$ cat src/rtl/assert_macros.svh
// assertion macros used by the pacer rtl
`ifndef ASSERT_MACROS_SVH
`define ASSERT_MACROS_SVH
`ifndef SYNTHESIS
// condition must hold at every clock edge outside reset
`define PRP_ASSERT_ALWAYS(label, clk, rst_n, cond) \
    label: assert property (@(posedge clk) disable iff (!rst_n) (cond)) \
        else $error("assertion failed");
// antecedent in one cycle implies consequent in the next
`define PRP_ASSERT_NEXT(label, clk, rst_n, ante, cons) \
    label: assert property (@(posedge clk) disable iff (!rst_n) (ante) |=> (cons)) \
        else $error("assertion failed");
`else
`define PRP_ASSERT_ALWAYS(label, clk, rst_n, cond)
`define PRP_ASSERT_NEXT(label, clk, rst_n, ante, cons)
`endif
`endif

$ cat src/rtl/prp_pkg.sv
// package with widths, codes and types of the packet replay pacer
package prp_pkg;

    // internal time width and speed fixed point format
    localparam int TIME_BITS       = 64;
    localparam int SPEED_FRAC_BITS = 16;
    localparam int SPEED_W         = 32;

    // port field widths
    localparam int IN_TIME_W = 63;
    localparam int WAIT_W    = 63;
    localparam int LEN_W     = 16;
    localparam int CFG_ADDR_W = 1;

    // microseconds per second
    localparam int USEC_W = 20;
    localparam logic [USEC_W-1:0] USEC_PER_SEC = USEC_W'(1000000);

    // divider sweep: dividend bits plus fraction bits
    localparam int DIV_STEPS = TIME_BITS + SPEED_FRAC_BITS;
    localparam int CNT_W     = $clog2(DIV_STEPS);

    typedef logic [TIME_BITS-1:0] time_t;
    typedef logic [SPEED_W-1:0]   speed_t;

    localparam speed_t SPEED_ONE = speed_t'(1) << SPEED_FRAC_BITS;
    localparam time_t  TIME_MAX  = {TIME_BITS{1'b1}};
    localparam logic [WAIT_W-1:0] WAIT_MAX = {WAIT_W{1'b1}};

    // configuration register indexes
    localparam logic [CFG_ADDR_W-1:0] REG_MODE  = CFG_ADDR_W'(0);
    localparam logic [CFG_ADDR_W-1:0] REG_SPEED = CFG_ADDR_W'(1);

    // pacing modes
    typedef enum logic [1:0] {
        MODE_TOP       = 2'd0,
        MODE_MULT      = 2'd1,
        MODE_BYTE_RATE = 2'd2,
        MODE_PKT_RATE  = 2'd3
    } mode_t;

    // sequencer states
    typedef enum logic [2:0] {
        ST_IDLE,
        ST_PREP,
        ST_DIV,
        ST_ACCUM,
        ST_CMP,
        ST_DONE
    } state_t;

endpackage

$ cat src/rtl/packet_replay_pacer.sv
// packet replay pacer: gap computation, owed total and wait calculation
// Usage: one input transfer per packet carries its capture timestamp, the
// previous packet's timestamp (zero marks the first packet of a file), its
// length and the current wall time, times in microseconds. One result transfer
// follows per packet with wait_us and must_wait. Mode and speed are written
// through the cfg port (index 0 mode, index 1 speed in 16.16); the user must
// write them only while idle, as the block does not enforce it. No division
// is done in multiplier mode at speed 0 or 1.0, in rate modes at speed 0 or
// in byte rate mode on a first packet; top speed also skips the owed total
// and wait steps. The gap division by speed is done by one shared restoring
// divide step, one quotient bit per cycle, which sets the packet rate. in_ready
// is high only while the sequencer is idle, from the cycle after a result is
// loaded, so a packet is not taken before the previous result is loaded.
// A finished result sits in the output register; the next packet is taken
// while it waits, and a new result waits in the sequencer until the receiver
// takes the previous one. Reset sets mode 1, speed 1.0 and clears start time
// and owed total; no result is pending after reset.
`include "assert_macros.svh"

module packet_replay_pacer
    import prp_pkg::*;
(
    input  logic                  clk,
    input  logic                  rst_n,
    input  logic                  cfg_we,
    input  logic [CFG_ADDR_W-1:0] cfg_addr,
    input  logic [SPEED_W-1:0]    cfg_wdata,
    input  logic                  in_valid,
    output logic                  in_ready,
    input  logic [IN_TIME_W-1:0]  packet_time_us,
    input  logic [IN_TIME_W-1:0]  previous_time_us,
    input  logic [LEN_W-1:0]      length,
    input  logic [IN_TIME_W-1:0]  now_us,
    output logic                  out_valid,
    input  logic                  out_ready,
    output logic [WAIT_W-1:0]     wait_us,
    output logic                  must_wait
);

    // control and architectural state
    state_t state_reg, state_next;
    mode_t  mode_reg;
    speed_t speed_reg;
    time_t  start_reg, start_next;
    time_t  owed_reg, owed_next;
    logic   out_valid_reg;

    // packet payload captured at the input transfer
    time_t             pkt_reg;
    time_t             prev_reg;
    logic [LEN_W-1:0]  len_reg;
    time_t             now_reg;

    // working registers
    time_t             elapsed_reg, elapsed_next;
    time_t             dq_reg, dq_next;
    logic [SPEED_W-1:0] rem_reg, rem_next;
    logic              sat_reg, sat_next;
    logic [CNT_W-1:0]  cnt_reg, cnt_next;
    logic              do_div;
    logic [WAIT_W-1:0] res_wait_reg, res_wait_next;
    logic              res_must_reg, res_must_next;
    logic [WAIT_W-1:0] out_wait_reg;
    logic              out_must_reg;

    // handshake, sequencer and divide counter strobes
    logic in_xfer;
    logic out_load;
    logic div_last;

    // datapath intermediates
    logic                    first;
    logic [TIME_BITS:0]      elap_diff;
    logic [TIME_BITS:0]      gap_diff;
    time_t                   gap_raw;
    logic [LEN_W+USEC_W-1:0] byte_prod;
    logic                    div_bit;
    logic [SPEED_W:0]        rem_shift;
    logic [SPEED_W:0]        rem_sub;
    logic                    rem_ge;
    time_t                   gap_final;
    logic [TIME_BITS:0]      owed_sum;
    logic [TIME_BITS:0]      wait_diff;

    // configuration registers
    always_ff @(posedge clk or negedge rst_n)
    begin
        if (!rst_n)
        begin
            mode_reg  <= MODE_MULT;
            speed_reg <= SPEED_ONE;
        end
        else if (cfg_we)
        begin
            unique case (cfg_addr)
                REG_MODE:  mode_reg  <= mode_t'(cfg_wdata[1:0]);
                REG_SPEED: speed_reg <= cfg_wdata;
                default:   ;
            endcase
        end
    end

    // next state
    always_comb
    begin
        state_next = state_reg;
        unique case (state_reg)
            ST_IDLE:  if (in_valid) state_next = ST_PREP;
            ST_PREP:
            begin
                if (mode_reg == MODE_TOP)
                    state_next = ST_DONE;
                else if (do_div)
                    state_next = ST_DIV;
                else
                    state_next = ST_ACCUM;
            end
            ST_DIV:   if (div_last) state_next = ST_ACCUM;
            ST_ACCUM: state_next = ST_CMP;
            ST_CMP:   state_next = ST_DONE;
            ST_DONE:  if (!out_valid_reg || out_ready) state_next = ST_IDLE;
            default:  state_next = ST_IDLE;
        endcase
    end

    // sequencer outputs
    always_comb
    begin
        in_ready = 1'b0;
        out_load = 1'b0;
        unique case (state_reg)
            ST_IDLE: in_ready = 1'b1;
            ST_DONE: out_load = !out_valid_reg || out_ready;
            default: ;
        endcase
    end

    assign in_xfer  = in_valid && in_ready;
    assign div_last = (cnt_reg == CNT_W'(DIV_STEPS - 1));

    // gap setup: elapsed time, raw timestamp gap and byte product
    assign first     = (prev_reg == '0);
    assign elap_diff = {1'b0, now_reg} - {1'b0, start_reg};
    assign gap_diff  = {1'b0, pkt_reg} - {1'b0, prev_reg};
    assign gap_raw   = (!first && !gap_diff[TIME_BITS]) ? gap_diff[TIME_BITS-1:0] : '0;
    assign byte_prod = len_reg * USEC_PER_SEC;

    always_comb
    begin
        do_div = 1'b0;
        case (mode_reg)
            MODE_MULT:      do_div = (speed_reg != '0) && (speed_reg != SPEED_ONE);
            MODE_BYTE_RATE: do_div = !first && (speed_reg != '0);
            MODE_PKT_RATE:  do_div = (speed_reg != '0);
            default:        do_div = 1'b0;
        endcase
    end

    // shared divide step: dividend leaves dq at the top, quotient enters at the bottom
    assign div_bit   = (cnt_reg < CNT_W'(TIME_BITS)) ? dq_reg[TIME_BITS-1] : 1'b0;
    assign rem_shift = {rem_reg, div_bit};
    assign rem_sub   = rem_shift - {1'b0, speed_reg};
    assign rem_ge    = (rem_shift >= {1'b0, speed_reg});

    // owed total update and wait computation
    assign gap_final = sat_reg ? TIME_MAX : dq_reg;
    assign owed_sum  = {1'b0, owed_reg} + {1'b0, gap_final};
    assign wait_diff = {1'b0, owed_reg} - {1'b0, elapsed_reg};

    // datapath next values
    always_comb
    begin
        start_next    = start_reg;
        owed_next     = owed_reg;
        elapsed_next  = elapsed_reg;
        dq_next       = dq_reg;
        rem_next      = rem_reg;
        sat_next      = sat_reg;
        cnt_next      = cnt_reg;
        res_wait_next = res_wait_reg;
        res_must_next = res_must_reg;
        case (state_reg)
            ST_PREP:
            begin
                rem_next      = '0;
                sat_next      = 1'b0;
                cnt_next      = '0;
                res_wait_next = '0;
                res_must_next = 1'b0;
                if (mode_reg != MODE_TOP)
                begin
                    if (first)
                    begin
                        start_next   = now_reg;
                        owed_next    = '0;
                        elapsed_next = '0;
                    end
                    else if (elap_diff[TIME_BITS])
                        elapsed_next = '0;
                    else
                        elapsed_next = elap_diff[TIME_BITS-1:0];
                    case (mode_reg)
                        MODE_MULT:      dq_next = gap_raw;
                        MODE_BYTE_RATE: dq_next = do_div ? time_t'(byte_prod) : '0;
                        MODE_PKT_RATE:  dq_next = do_div ? time_t'(USEC_PER_SEC) : '0;
                        default:        dq_next = '0;
                    endcase
                end
            end
            ST_DIV:
            begin
                // a quotient bit pushed out of the top means overflow
                if (!(cnt_reg < CNT_W'(TIME_BITS)) && dq_reg[TIME_BITS-1])
                    sat_next = 1'b1;
                dq_next  = {dq_reg[TIME_BITS-2:0], rem_ge};
                rem_next = rem_ge ? rem_sub[SPEED_W-1:0] : rem_shift[SPEED_W-1:0];
                cnt_next = cnt_reg + CNT_W'(1);
            end
            ST_ACCUM:
            begin
                owed_next = owed_sum[TIME_BITS] ? TIME_MAX : owed_sum[TIME_BITS-1:0];
            end
            ST_CMP:
            begin
                if (!wait_diff[TIME_BITS] && (wait_diff[TIME_BITS-1:0] != '0))
                begin
                    res_must_next = 1'b1;
                    res_wait_next = (wait_diff[TIME_BITS-1:0] > time_t'(WAIT_MAX))
                                    ? WAIT_MAX : WAIT_W'(wait_diff[TIME_BITS-1:0]);
                end
            end
            default: ;
        endcase
    end

    // control and pacing state registers
    always_ff @(posedge clk or negedge rst_n)
    begin
        if (!rst_n)
        begin
            state_reg     <= ST_IDLE;
            start_reg     <= '0;
            owed_reg      <= '0;
            out_valid_reg <= 1'b0;
        end
        else
        begin
            state_reg <= state_next;
            start_reg <= start_next;
            owed_reg  <= owed_next;
            if (out_load)
                out_valid_reg <= 1'b1;
            else if (out_ready)
                out_valid_reg <= 1'b0;
        end
    end

    // payload and working registers
    always_ff @(posedge clk)
    begin
        if (in_xfer)
        begin
            pkt_reg  <= time_t'(packet_time_us);
            prev_reg <= time_t'(previous_time_us);
            len_reg  <= length;
            now_reg  <= time_t'(now_us);
        end
        elapsed_reg  <= elapsed_next;
        dq_reg       <= dq_next;
        rem_reg      <= rem_next;
        sat_reg      <= sat_next;
        cnt_reg      <= cnt_next;
        res_wait_reg <= res_wait_next;
        res_must_reg <= res_must_next;
        if (out_load)
        begin
            out_wait_reg <= res_wait_reg;
            out_must_reg <= res_must_reg;
        end
    end

    assign out_valid = out_valid_reg;
    assign wait_us   = out_wait_reg;
    assign must_wait = out_must_reg;

    // owed total does not shrink when a gap is added
    `PRP_ASSERT_NEXT(a_owed_grows, clk, rst_n, state_reg == ST_ACCUM, owed_reg >= $past(owed_reg))
    // a result without pacing carries a zero wait
    `PRP_ASSERT_ALWAYS(a_zero_wait, clk, rst_n, !out_valid_reg || must_wait || (wait_us == '0))
    // an input transfer starts the sequencer and blocks the next one
    `PRP_ASSERT_NEXT(a_in_starts, clk, rst_n, in_xfer, (state_reg == ST_PREP) && !in_ready)

endmodule
$ cat config.mk
export PLATFORM = sky130hd
export DESIGN_NAME = packet_replay_pacer
export DESIGN_NICKNAME = d
export VERILOG_FILES = /design/src/rtl/prp_pkg.sv /design/src/rtl/packet_replay_pacer.sv
export VERILOG_INCLUDE_DIRS = /design/src /design/src/rtl
export SDC_FILE = /design/constraint.sdc
export NUM_CORES = 2
export LEC_CHECK = 0
export BUFFER_PORTS_ARGS = -buffer_cell sky130_fd_sc_hd__buf_2
export CELL_PAD_IN_SITES_DETAIL_PLACEMENT = 0
export CELL_PAD_IN_SITES_GLOBAL_PLACEMENT = 1
export CORE_ASPECT_RATIO = 1.2
export CORE_UTILIZATION = 49
export CTS_CLUSTER_SIZE = 12
export DETAILED_ROUTE_END_ITERATION = 8
export PLACE_DENSITY = 0.84
export SLEW_MARGIN = 0
export SYNTH_ARGS = -nofsm -noshare
export SYNTH_HDL_FRONTEND = slang
export SYNTH_SLANG_ARGS = --single-unit
export TNS_END_PERCENT = 100
$ cat constraint.sdc
create_clock -name clk -period 9.8 [get_ports clk]
set_clock_uncertainty 0.2 [all_clocks]
set_input_delay 0.98 -clock clk [delete_from_list [all_inputs] [get_ports clk]]
set_output_delay 0.98 -clock clk [all_outputs]
set_load 0.1 [all_outputs]
==> flow_summary.yaml <==
status:
  outcome: "complete, no violations"
clock_tree:
  tritoncts: "done"
  clk_latency_ps: 650
  cts.sinks: 666
  cts-htree-levels: 3
  postCtsSetupBuffers: 0
  holdBufCountCts: 0
  clk_pin_slew_ps: 60
  clockRootBuffer: "clkbuf_16"
  cts_max_path_buffers: 3
  cts_resized: 0
  cts_buffers: 73
layout:
  areaGrowthSynthToFinish_pct: 10.9
  drive_above_1_share: 0.130
  layoutNonFillerInstCount: 6140
  final_util: 0.552
  fillCellCount: 8268
  multiInputGateArea_um2: 24100
  fin_nets: 5553
  regArea_um2: 19200
worst_setup_path:
  required_ps: 9960
  start_kind: "flip-flop"
  rr_startpoint: "len_reg[3]"
  r2r-end: "dq_reg[33]"
  worstSetupEndpointType: "flip-flop"
  r2r_cells: 23
  ff2ff_setup_slack_ps: 3090
  setup.worst_path.end: "dq_reg[33]"
  criticalPathCategory: "flip-flop to flip-flop"
  arrival_ps: 6870
  startpoint: "len_reg[3]"
  cp_max_fo: 5
yosys:
  synth_ff_type: "edfxtp_1"
  syn_nets: 5313
  synth-edff-count: 501
  async_reset_ff_frac: 0.248
  synth_cell_types: 91
  yosysTopAreaCellShare: 0.332
  avgSynthCellArea_um2: 9.83
  ys_ff_latch: 666
  syn_area_um2: 45300
  synthCells: 4613
  yosys_warnings: 0
  synth.yosys.seq_area_share: 0.423
  synth_top_area_cell: "edfxtp_1"
  netlist_top_cells_count: "edfxtp_1, nand2_1, ha_1, inv_1, a21oi_1"
  yosysMostFrequentCell: "edfxtp_1"
  synthTopCellsByArea: "edfxtp_1, ha_1, dfrtp_1"
floorplan:
  core_um2: 91100
  die_w_um: 280
  initial_utilization: 0.497
  die_h_um: 335
  die_area_um2: 93700
  rows: 121
  ios: 309
grt:
  antenna_found_initial: 2
  grtUsageTotal: 0.261
  grt_pass1_wl_um: 191000
  grt_max_degree: 74
  overflow: 0
  grt_pass1_vias: 34200
place:
  routabilityCongestion: 0.936
  pre_cts_ws_ps: 3100
  hpwl_um: 97100
  place_inst: 6008
  io_buffers: 308
drt:
  route.detailed.drc: 0
  drt_pass1_iterations: 5
  wirelength_um: 123000
  wl_per_cell_um: 20.0
  detail-route-antenna-nets: 0
  drt_iter0_drc: 2426
  via_count: 34800
  drt-vias-per-instance: 5.67
min_path:
  hp-class: "input pin to async pin"
sta:
  setup_viol: 0
  finalCritPeriodShare: 0.685
  fmaxAchievable_mhz: 149
  finalHoldViolCount: 0
  setup_slack_ps: 3090
  tightest_slew_ps: 1320
  rsz0062_at_grt: "no"
  maxSlewViolCount: 0
  slew_headroom: 0.114
  finalSetupTns_ps: 0
  fin_crit_ps: 6710
flow_run:
  max-cap-violations: 0
==> worst max-delay path, cell delays in order (launching register included) <==
cell	delay (ps)
edfxtp_1	460
inv_1	170
fa_1	550
inv_1	50
fa_1	500
fa_1	570
fa_1	420
ha_1	290
inv_1	50
fa_1	500
inv_1	50
ha_1	350
a21o_1	190
a21oi_1	150
nor2_1	60
or4_1	390
a211oi_1	270
o31ai_1	220
a41oi_1	320
nor2b_1	80
a21oi_1	240
xnor2_1	90
a22oi_1	150
o21ai_1	90
==> how the worst min path moves through the flow <==
stage	from	cells after the start	slack (ps)	endpoint
finish	rst_n	1	140	speed_reg[13]
CTS	rst_n	1	150	speed_reg[13]
global placement	res_wait_reg[51]	0	200	wait_us[51]
global route	rst_n	1	180	speed_reg[13]
detailed placement	res_must_reg	0	200	must_wait
floorplan	res_must_reg	0	200	must_wait
==> layer usage <==
| layer | share of wire | track usage | wire [µm] |
|---|---|---|---|
| met2 | 0.49 | 0.454 | 60500 |
| met4 | 0.034 | 0.0925 | 4150 |
| met1 | 0.43 | 0.336 | 53100 |
| met5 | 0 | 0 | 0 |
| met3 | 0.043 | 0.0250 | 5300 |
==> cell families (layout without fill, tap and decap cells) <==
group | Yosys count | in the layout | share of synthesized area
mux | 118 | 118 | 0.0287
buf+inv | 565 | 861 | 0.0475
other cells | 1 | 2 | 0.0000827
xor+xnor | 276 | 276 | 0.0533
compound gates | 1304 | 1304 | 0.182
flops | 666 | 666 | 0.423
simple gates | 1226 | 1226 | 0.130
fa+ha+maj | 457 | 457 | 0.136
==> placed cells by master, fill, tap and decap left out, types with 16 or more instances in the layout <==
cell,count
nor2b_1,36
nand4_1,79
dfrtp_1,163
o31ai_1,24
a21oi_1,389
nand3_1,80
o21bai_1,62
a211oi_1,36
a21o_1,172
inv_1,396
nand2_1,425
o21a_1,73
ha_1,397
fa_1,60
a221oi_1,16
edfxtp_1,501
mux2_2,93
and2_1,20
a22oi_1,24
mux2i_1,24
o21ai_1,140
clkbuf_1,25
nand2b_1,39
buf_2,307
nor4_1,37
xnor2_1,166
o211ai_1,34
o21ai_0,171
xor2_1,110
buf_4,25
or3_1,18
or2_2,73
nor3_1,52
and3_1,39
a31oi_1,36
clkbuf_16,73
nor2_1,272
==> through the flow <==
step / instance area [µm²] / hold slack, ps
5_1_grt: 50300 / 180
2_1_floorplan: 45300 / 200
3_3_place_gp: 48000 / 204
4_1_cts: 50300 / 149
3_5_place_dp: 48000 / 205
6_report: 50300 / 135
==> cell type report <==
cell class                 instances  share of cell area
antenna                            1           0.0000498
clock buffer                     103              0.0396
clock inverter                    28             0.00587
inverter                         397              0.0296
multi-input combinational       3382               0.478
sequential                       666               0.381
tap                             1230              0.0306
timing repair buffer             333              0.0345
Power is not shown: default switching activity piles up to over one toggle a cycle in this logic, so the estimate is an artifact.
